`src/design/swsr_pkg.sv`:
```
`timescale 1ns / 1ps

package swsr_pkg;

  // sequencer phases
  typedef enum logic [3:0] {
    PH_IDLE       = 4'd0,
    PH_START_LOW  = 4'd1,
    PH_START_HIGH = 4'd2,
    PH_RESP_WAIT  = 4'd3,
    PH_RESP_GAP   = 4'd4,
    PH_RESP_FALL  = 4'd5,
    PH_BIT_HIGH   = 4'd6,
    PH_BIT_DELAY  = 4'd7,
    PH_BIT_FALL   = 4'd8
  } phase_t;

  // line drive codes
  localparam logic [1:0] DRIVE_RELEASE = 2'd0;
  localparam logic [1:0] DRIVE_LOW     = 2'd1;
  localparam logic [1:0] DRIVE_HIGH    = 2'd2;

  // response status codes
  localparam logic [1:0] RESP_NONE = 2'd0;
  localparam logic [1:0] RESP_OK   = 2'd1;
  localparam logic [1:0] RESP_FAIL = 2'd2;

  // request kinds
  localparam logic FUNC_TICK  = 1'b0;
  localparam logic FUNC_START = 1'b1;

  // register indexes
  localparam logic [2:0] REG_START_LOW  = 3'd0;
  localparam logic [2:0] REG_START_HIGH = 3'd1;
  localparam logic [2:0] REG_RESP_WAIT  = 3'd2;
  localparam logic [2:0] REG_RESP_GAP   = 3'd3;
  localparam logic [2:0] REG_BIT_SAMPLE = 3'd4;
  localparam logic [2:0] REG_BYTES      = 3'd5;

  localparam logic [3:0] BITS_PER_BYTE = 4'd8;

endpackage

```
`src/design/swsr_sense_if.sv`:
```
`timescale 1ns / 1ps

interface swsr_sense_if;
  logic valid;
  logic ready;
  logic func;
  logic pin_level;

  modport source (output valid, output func, output pin_level, input ready);
  modport sink (input valid, input func, input pin_level, output ready);
endinterface

```
`src/design/swsr_result_if.sv`:
```
`timescale 1ns / 1ps

interface swsr_result_if;
  logic       valid;
  logic       ready;
  logic [1:0] line_drive;
  logic       busy_res;
  logic [1:0] response_status;
  logic       byte_valid;
  logic [7:0] data_byte;
  logic       last_byte;

  modport source (
    output valid, output line_drive, output busy_res, output response_status,
    output byte_valid, output data_byte, output last_byte, input ready
  );
  modport sink (
    input valid, input line_drive, input busy_res, input response_status,
    input byte_valid, input data_byte, input last_byte, output ready
  );
endinterface

```
`src/design/single_wire_sensor_reader_top.sv`:
```
`timescale 1ns / 1ps

// channel   dir  handshake      payload
// sense     in   valid/ready    func, pin_level
// result    out  valid/ready    line_drive, busy_res, response_status,
//                               byte_valid, data_byte, last_byte
// apb       in   psel/penable   paddr, pwdata, prdata (pready tied high)
//
// every request yields exactly one result, passed from the input register
// through the sequencer step into the result register;
// one request per cycle is sustained while results are taken, the sequencer
// state loop closes combinationally through the phase timer add and compare
// rst is synchronous: phase idle, counters cleared, registers to defaults
// a stalled result holds in the result register while the input register
// keeps one more request; sense.ready drops only when both are full
module single_wire_sensor_reader_top (
  input  logic        clk,
  input  logic        rst,
  swsr_sense_if.sink   sense,
  swsr_result_if.source result,
  input  logic        psel,
  input  logic        penable,
  input  logic        pwrite,
  input  logic [4:0]  paddr,
  input  logic [31:0] pwdata,
  output logic [31:0] prdata,
  output logic        pready
);
  import swsr_pkg::*;

  // configuration registers
  logic [15:0] start_low_ticks;
  logic [7:0]  start_high_ticks;
  logic [7:0]  response_wait_ticks;
  logic [7:0]  response_gap_ticks;
  logic [7:0]  bit_sample_ticks;
  logic [3:0]  bytes_to_read;

  // input register
  logic in_valid;
  logic in_func;
  logic in_pin;

  // sequencer state
  phase_t      phase, phase_next;
  logic [15:0] tick_count, tick_count_next;
  logic [3:0]  bit_index, bit_index_next;
  logic [3:0]  byte_index, byte_index_next;
  logic [7:0]  shift_byte, shift_byte_next;

  // events of this step, consumed by the output logic
  logic       ev_ok, ev_fail, ev_byte, ev_last;
  logic [7:0] ev_data;

  // result fields before the result register
  logic [1:0] drive_d;
  logic       busy_d;
  logic [1:0] status_d;
  logic       bvalid_d;
  logic [7:0] data_d;
  logic       last_d;

  logic advance;
  logic step;

  // phase timer
  logic [15:0] timer_len;
  logic [15:0] tick_inc;
  logic        timer_hit;

  // byte completion
  logic       do_finish;
  logic [3:0] fin_bits;
  logic [7:0] fin_byte;
  logic [4:0] byte_count_inc;

  assign pready = 1'b1;

  // ---------------------------------------------------------------------
  // configuration port
  // ---------------------------------------------------------------------
  always_ff @(posedge clk) begin
    if (rst) begin
      start_low_ticks     <= 16'd500;
      start_high_ticks    <= 8'd30;
      response_wait_ticks <= 8'd40;
      response_gap_ticks  <= 8'd80;
      bit_sample_ticks    <= 8'd40;
      bytes_to_read       <= 4'd5;
    end else if (psel && penable && pwrite) begin
      case (paddr[4:2])
        REG_START_LOW:  start_low_ticks     <= pwdata[15:0];
        REG_START_HIGH: start_high_ticks    <= pwdata[7:0];
        REG_RESP_WAIT:  response_wait_ticks <= pwdata[7:0];
        REG_RESP_GAP:   response_gap_ticks  <= pwdata[7:0];
        REG_BIT_SAMPLE: bit_sample_ticks    <= pwdata[7:0];
        REG_BYTES:      bytes_to_read       <= pwdata[3:0];
        default: ;
      endcase
    end
  end

  always_comb begin
    case (paddr[4:2])
      REG_START_LOW:  prdata = {16'd0, start_low_ticks};
      REG_START_HIGH: prdata = {24'd0, start_high_ticks};
      REG_RESP_WAIT:  prdata = {24'd0, response_wait_ticks};
      REG_RESP_GAP:   prdata = {24'd0, response_gap_ticks};
      REG_BIT_SAMPLE: prdata = {24'd0, bit_sample_ticks};
      REG_BYTES:      prdata = {28'd0, bytes_to_read};
      default:        prdata = 32'd0;
    endcase
  end

  // ---------------------------------------------------------------------
  // handshake: result register frees up when empty or being taken
  // ---------------------------------------------------------------------
  assign advance     = !result.valid || result.ready;
  assign step        = in_valid && advance;
  assign sense.ready = !in_valid || advance;

  always_ff @(posedge clk) begin
    if (rst) begin
      in_valid <= 1'b0;
    end else if (sense.valid && sense.ready) begin
      in_valid <= 1'b1;
    end else if (advance) begin
      in_valid <= 1'b0;
    end
  end

  always_ff @(posedge clk) begin
    if (sense.valid && sense.ready) begin
      in_func <= sense.func;
      in_pin  <= sense.pin_level;
    end
  end

  // ---------------------------------------------------------------------
  // phase timer: length picked by phase, zero length acts as one tick
  // ---------------------------------------------------------------------
  always_comb begin
    case (phase)
      PH_START_LOW:  timer_len = start_low_ticks;
      PH_START_HIGH: timer_len = {8'd0, start_high_ticks};
      PH_RESP_WAIT:  timer_len = {8'd0, response_wait_ticks};
      PH_RESP_GAP:   timer_len = {8'd0, response_gap_ticks};
      PH_BIT_DELAY:  timer_len = {8'd0, bit_sample_ticks};
      default:       timer_len = 16'd0;
    endcase
  end

  assign tick_inc       = tick_count + 16'd1;
  assign timer_hit      = (tick_inc >= timer_len);
  assign byte_count_inc = {1'b0, byte_index} + 5'd1;

  // ---------------------------------------------------------------------
  // next state
  // ---------------------------------------------------------------------
  always_comb begin
    phase_next      = phase;
    tick_count_next = tick_count;
    bit_index_next  = bit_index;
    byte_index_next = byte_index;
    shift_byte_next = shift_byte;
    ev_ok           = 1'b0;
    ev_fail         = 1'b0;
    ev_byte         = 1'b0;
    ev_last         = 1'b0;
    ev_data         = 8'd0;
    do_finish       = 1'b0;
    fin_bits        = bit_index;
    fin_byte        = shift_byte;

    if (in_func == FUNC_START) begin
      // start abandons whatever was going on
      phase_next      = PH_START_LOW;
      tick_count_next = 16'd0;
      bit_index_next  = 4'd0;
      byte_index_next = 4'd0;
      shift_byte_next = 8'd0;
    end else begin
      case (phase)
        PH_START_LOW: begin
          tick_count_next = timer_hit ? 16'd0 : tick_inc;
          if (timer_hit) phase_next = PH_START_HIGH;
        end
        PH_START_HIGH: begin
          tick_count_next = timer_hit ? 16'd0 : tick_inc;
          if (timer_hit) phase_next = PH_RESP_WAIT;
        end
        PH_RESP_WAIT: begin
          tick_count_next = timer_hit ? 16'd0 : tick_inc;
          if (timer_hit) begin
            if (!in_pin) begin
              phase_next = PH_RESP_GAP;
            end else begin
              ev_fail    = 1'b1;
              phase_next = PH_IDLE;
            end
          end
        end
        PH_RESP_GAP: begin
          tick_count_next = timer_hit ? 16'd0 : tick_inc;
          if (timer_hit) begin
            if (in_pin) begin
              ev_ok      = 1'b1;
              phase_next = PH_RESP_FALL;
            end else begin
              ev_fail    = 1'b1;
              phase_next = PH_IDLE;
            end
          end
        end
        PH_RESP_FALL: begin
          if (!in_pin) phase_next = PH_BIT_HIGH;
        end
        PH_BIT_HIGH: begin
          if (in_pin) begin
            tick_count_next = 16'd0;
            phase_next      = PH_BIT_DELAY;
          end
        end
        PH_BIT_DELAY: begin
          tick_count_next = timer_hit ? 16'd0 : tick_inc;
          if (timer_hit) begin
            fin_byte        = {shift_byte[6:0], in_pin};
            fin_bits        = bit_index + 4'd1;
            shift_byte_next = fin_byte;
            bit_index_next  = fin_bits;
            // a zero bit already has the line low
            if (!in_pin) do_finish = 1'b1;
            else phase_next = PH_BIT_FALL;
          end
        end
        PH_BIT_FALL: begin
          if (!in_pin) do_finish = 1'b1;
        end
        default: phase_next = PH_IDLE;
      endcase

      if (do_finish) begin
        if (fin_bits < BITS_PER_BYTE) begin
          phase_next = PH_BIT_HIGH;
        end else begin
          ev_byte = 1'b1;
          ev_data = fin_byte;
          // count of zero behaves as one byte
          if (byte_count_inc >= {1'b0, bytes_to_read}) begin
            ev_last    = 1'b1;
            phase_next = PH_IDLE;
          end else begin
            phase_next = PH_BIT_HIGH;
          end
          byte_index_next = byte_count_inc[3:0];
          bit_index_next  = 4'd0;
          shift_byte_next = 8'd0;
        end
      end
    end
  end

  // ---------------------------------------------------------------------
  // result fields, taken from the phase after this step
  // ---------------------------------------------------------------------
  always_comb begin
    case (phase_next)
      PH_START_LOW:  drive_d = DRIVE_LOW;
      PH_START_HIGH: drive_d = DRIVE_HIGH;
      default:       drive_d = DRIVE_RELEASE;
    endcase
    busy_d   = (phase_next != PH_IDLE);
    status_d = ev_ok ? RESP_OK : (ev_fail ? RESP_FAIL : RESP_NONE);
    bvalid_d = ev_byte;
    data_d   = ev_data;
    last_d   = ev_last;
  end

  // ---------------------------------------------------------------------
  // state and result registers
  // ---------------------------------------------------------------------
  always_ff @(posedge clk) begin
    if (rst) begin
      phase      <= PH_IDLE;
      tick_count <= 16'd0;
      bit_index  <= 4'd0;
      byte_index <= 4'd0;
      shift_byte <= 8'd0;
    end else if (step) begin
      phase      <= phase_next;
      tick_count <= tick_count_next;
      bit_index  <= bit_index_next;
      byte_index <= byte_index_next;
      shift_byte <= shift_byte_next;
    end
  end

  always_ff @(posedge clk) begin
    if (rst) begin
      result.valid <= 1'b0;
    end else if (step) begin
      result.valid <= 1'b1;
    end else if (result.ready) begin
      result.valid <= 1'b0;
    end
  end

  always_ff @(posedge clk) begin
    if (step) begin
      result.line_drive      <= drive_d;
      result.busy_res        <= busy_d;
      result.response_status <= status_d;
      result.byte_valid      <= bvalid_d;
      result.data_byte       <= data_d;
      result.last_byte       <= last_d;
    end
  end

  // ---------------------------------------------------------------------
  // checks
  // ---------------------------------------------------------------------
  // bit counter never runs past a full byte
  a_bit_range: assert property (@(posedge clk) disable iff (rst)
    bit_index <= BITS_PER_BYTE)
    else $error("bit index out of range");

  // the last byte ends the transaction
  a_last_idle: assert property (@(posedge clk) disable iff (rst)
    result.valid && result.last_byte |-> result.byte_valid && !result.busy_res)
    else $error("last byte while still busy");

  // a failed response drops back to idle with the line released
  a_fail_idle: assert property (@(posedge clk) disable iff (rst)
    result.valid && result.response_status == RESP_FAIL |->
      !result.busy_res && result.line_drive == DRIVE_RELEASE)
    else $error("failed response left the sequencer busy");

  // a step always loads the result register
  a_step_loads: assert property (@(posedge clk) disable iff (rst)
    step |=> result.valid)
    else $error("result lost after a step");

endmodule

```
`src/flat_wrapper.sv`:
```
// flat-port wrapper written by rule: the top's interface ports become plain ports
module single_wire_sensor_reader_top_flat import swsr_pkg::*;
  (clk, rst, psel, penable, pwrite, paddr, pwdata, prdata, pready, sense_valid, sense_func, sense_pin_level, sense_ready, result_valid, result_line_drive, result_busy_res, result_response_status, result_byte_valid, result_data_byte, result_last_byte, result_ready);
  swsr_sense_if sense_i ();
  swsr_result_if result_i ();
  input  logic clk;
  input  logic rst;
  input  logic psel;
  input  logic penable;
  input  logic pwrite;
  input  logic [4:0] paddr;
  input  logic [31:0] pwdata;
  output logic [31:0] prdata;
  output logic pready;
  input wire logic [$bits(sense_i.valid)-1:0] sense_valid;
  input wire logic [$bits(sense_i.func)-1:0] sense_func;
  input wire logic [$bits(sense_i.pin_level)-1:0] sense_pin_level;
  output wire logic [$bits(sense_i.ready)-1:0] sense_ready;
  output wire logic [$bits(result_i.valid)-1:0] result_valid;
  output wire logic [$bits(result_i.line_drive)-1:0] result_line_drive;
  output wire logic [$bits(result_i.busy_res)-1:0] result_busy_res;
  output wire logic [$bits(result_i.response_status)-1:0] result_response_status;
  output wire logic [$bits(result_i.byte_valid)-1:0] result_byte_valid;
  output wire logic [$bits(result_i.data_byte)-1:0] result_data_byte;
  output wire logic [$bits(result_i.last_byte)-1:0] result_last_byte;
  input wire logic [$bits(result_i.ready)-1:0] result_ready;
  assign sense_i.valid = sense_valid;
  assign sense_i.func = sense_func;
  assign sense_i.pin_level = sense_pin_level;
  assign sense_ready = sense_i.ready;
  assign result_valid = result_i.valid;
  assign result_line_drive = result_i.line_drive;
  assign result_busy_res = result_i.busy_res;
  assign result_response_status = result_i.response_status;
  assign result_byte_valid = result_i.byte_valid;
  assign result_data_byte = result_i.data_byte;
  assign result_last_byte = result_i.last_byte;
  assign result_i.ready = result_ready;
  single_wire_sensor_reader_top u_core (.clk(clk), .rst(rst), .sense(sense_i), .result(result_i), .psel(psel), .penable(penable), .pwrite(pwrite), .paddr(paddr), .pwdata(pwdata), .prdata(prdata), .pready(pready));
endmodule
```
`config.mk`:
```
export PLATFORM = sky130hd
export DESIGN_NAME = single_wire_sensor_reader_top_flat
export DESIGN_NICKNAME = d
export VERILOG_FILES = /design/src/design/swsr_pkg.sv /design/src/design/swsr_sense_if.sv /design/src/design/swsr_result_if.sv /design/src/design/single_wire_sensor_reader_top.sv /design/src/flat_wrapper.sv
export SDC_FILE = /design/constraint.sdc
export NUM_CORES = 1
export LEC_CHECK = 0
export BUFFER_PORTS_ARGS = -buffer_cell sky130_fd_sc_hd__buf_4
export CAP_MARGIN = 20
export CORE_ASPECT_RATIO = 1.2
export CORE_MARGIN = 4
export CORE_UTILIZATION = 50
export DETAILED_ROUTE_END_ITERATION = 6
export HOLD_SLACK_MARGIN = 0.12
export PLACE_DENSITY = 0.72
export SLEW_MARGIN = 20
export SYNTH_ARGS = -nofsm -noshare
export SYNTH_HDL_FRONTEND = slang
export SYNTH_SLANG_ARGS = --single-unit
```
`constraint.sdc`:
```
create_clock -name clk -period 5.33 [get_ports clk]
set_clock_uncertainty 0.05 [all_clocks]
set_input_delay 0.7995 -clock clk [delete_from_list [all_inputs] [get_ports clk]]
set_output_delay 0.7995 -clock clk [all_outputs]
set_load 0.02 [all_outputs]
```
==> impl_metrics.tcl <==
set metrics [dict create \
    drt_wl_total_um 14980 \
    fmax_mhz 211.0 \
    io-pin-count 96 \
    grt_first_pass_wirelength_um 24470 \
    buffer_ports.inserted 60 \
    crit_path_start_kind "register" \
    min_path_cells 2 \
    synth.area.mux_share_pct 7.883 \
    worst-path-max-fanout 12 \
    insertedDiodeCount 0 \
    r2r-start "u_core.tick_count[0]" \
    count_of_vias_placed_by_the_detailed_router 5236 \
    worst_r2r_path_depth 14 \
    rows 43 \
    yosys_reg_bits 107 \
    ys_warn_count 0 \
    synth.yosys.seq_area_share_pct 39.05 \
    fin_worst_hold_slack_ns 0.4315 \
    synth.cell_area_sq_um 5921 \
    synth_area_per_cell_sq_um 8.519 \
    worst-r2r-setup-slack_ns 0.59 \
    layout.cells.most_common_list "99 x nand2_1, 90 x dfxtp_1, 70 x buf_4" \
    totalNegativeSetupSlack_ns 0 \
    first_global_vias 5030 \
    route.detailed.wl_per_inst_um 16.77 \
    viasPerCell 5.863 \
    category_of_the_critical_setup_timing_path "register to register" \
    crit_required_ns 5.37 \
    globalRouteTotalUtil_pct 22.17 \
    gr-total-overflow 0 \
    starting_density_pct 51.18 \
    hpwlAfterDp_um 10310 \
    setup.worst_path.end "u_core.result.data_byte[6]" \
    die_width_um 107.3 \
    clock_latency_ns 0.35 \
    fin_nets 800 \
    finalCritPeriodShare_pct 88.92 \
    cts.repair.resized 0 \
    synth_xor_area_share_pct 2.959 \
    synthAdderAreaFrac_pct 4.861 \
    period_needed_ns 4.739 \
    synth_top_family_by_area "simple AND/OR/NAND/NOR gates" \
    clock_tree_root_driver_cell "clkbuf_16" \
    cts_sinks 107 \
    area_share_of_and_or_nand_nor_cells_after_synthesis_pct 22.36 \
    layout-drive-gt1-share_pct 13.45 \
    clock_tree_from_tritoncts "done" \
    cts.path.max_buffers 2 \
    cts_htree_levels 3 \
    timing_hold_violations_final 0 \
    cts_setup_buffers 0 \
    power-per-cell-area_nw_per_um2 258.0 \
    worst_path_arrival_time_ns 4.78 \
    async_reset_ff_share_pct 0 \
    place_congestion 0.8710 \
    grt_setup_unrepaired "no" \
    floorplan.die_area_sq_um 13650 \
    maxCapViolCount 0 \
    synthFlopType "dfxtp_1" \
    first_iter_violations 298 \
    holdCritPathClass "register to register" \
    route.detailed.drc 0 \
    worst_setup_path_end_kind "register" \
    cts-buffers-inserted 9 \
    post_drt_antenna_nets 0 \
    post_synth_inst_count 695 \
    post-layout-total-power_mw 1.740 \
    setup-violations-final 0 \
    syn2layout_area_growth_pct 13.91 \
    hold_path_startpoint "u_core.start_low_ticks[13]" \
    synth_compound_area_share_pct 16.72 \
    cts.reportedPaths.clkPinSlew_ns 0.08 \
    synth_cell_type_count 64 \
    r2r-end "u_core.result.data_byte[6]" \
    fillerInstances 1039 \
    grt_max_degree 73 \
    synth_enable_flop_cells 17 \
    irDropWorstVdd_mv 0.2103 \
    maxSlewViolCount 0 \
    number_of_antenna_violations_at_the_first_check_in_global_routing 0 \
    core_region_area_sq_um 11570 \
    worst_slew_margin_rel_pct 31.15 \
    chipHeight_um 127.2 \
    run_status "completed" \
    cts_hold_buf 0 \
    dr.pass1.iters 5 \
    power.leakage_nw 2.609 \
    layout_commonest_cell "nand2_1" \
    worstMarginPinSlew_ns 1.027 \
    critical_path.startpoint "u_core.tick_count[0]" \
]
==> cells by family after synthesis <==
family          after synthesis
flops                       107
compound gates              143
mux                          45
fa+ha+maj                    23
buf+inv                      77
other cells                   2
xor+xnor                     20
simple gates                278
==> sequential cells by signal, summed over array words and instances (netlist names), 8 cells and up <==
signal / cells
u_core.tick_count: 16
u_core.shift_byte: 8
u_core.start_low_ticks: 16
u_core.response_wait_ticks: 8
u_core.bit_sample_ticks: 8
u_core.result.data_byte: 8
u_core.start_high_ticks: 8
u_core.response_gap_ticks: 8
==> final cells by class <==
cell class | instances | area (sq um) | area share (%)
Clock buffer | 9 | 225.2 | 3.340
Clock inverter | 7 | 97.59 | 1.447
Inverter | 17 | 63.81 | 0.9462
Multi-Input combinational cell | 526 | 3323 | 49.28
Sequential cell | 107 | 2312 | 34.29
Tap cell | 157 | 196.4 | 2.913
Timing Repair Buffer | 70 | 525.5 | 7.792
==> synth_stat cells (16+ instances only) <==
cell      instances  share of area (%)
a22oi_1          18                2.3
nor3_1           18                1.5
clkbuf_1         34                2.2
buf_4            17                2.2
inv_1            16                1.0
nand3_1          23                1.9
a21oi_1          45                3.8
dfxtp_1          90                 30
edfxtp_1         17                8.6
nor2_1           65                4.1
ha_1             23                4.9
nand2_1          99                6.3
mux2i_1          41                6.9
==> routing by layer <==
layer	vias to the layer above	global-route usage (%)	wire, um
li1	2533	-	-
met1	2435	28.17	6255
met2	228	36.94	7251
met3	40	3.992	1067
met4	0	9.584	401
met5	-	0	0
==> through the flow <==
stage                     instances  cell area [sq um]  util, %  setup slack [ns]
after floorplan                 710               5977        -             1.181
after global placement          877               6417    55.48            0.7693
after detailed placement        877               6417    55.48            0.6581
after CTS                       893               6740    58.27            0.6448
after global routing            893               6744    58.30            0.2423
final                           893               6744    58.30            0.5907
==> report_power, final <==
part           leakage, nW  internal (mW)  switching (mW)
combinational         1.57         0.0578           0.112
clock                0.161          0.416           0.314
sequential           0.882          0.830         0.00998
==> worst min-delay path by stage <==
stage / to / slack, ns
2_1_floorplan: u_core.start_low_ticks[10] / 0.39
4_1_cts: u_core.start_low_ticks[3] / 0.43
6_report: u_core.start_low_ticks[13] / 0.43
3_3_place_gp: u_core.start_low_ticks[3] / 0.41
5_1_grt: u_core.start_low_ticks[3] / 0.45
3_5_place_dp: u_core.start_low_ticks[3] / 0.42
==> worst max-delay path, stage by stage (launching register included) <==
cell	delay, ns
dfxtp_1	0.41
ha_1	0.25
and3_1	0.25
and3_1	0.27
and3_1	0.29
nand3_1	0.12
xnor2_1	0.23
ha_1	0.30
a21oi_1	0.16
a21boi_1	0.09
or4_1	0.63
o31a_1	0.54
a21oi_4	0.36
or2_1	0.43
a21oi_1	0.10
No activity file was read; power rests on OpenSTA's default activity.
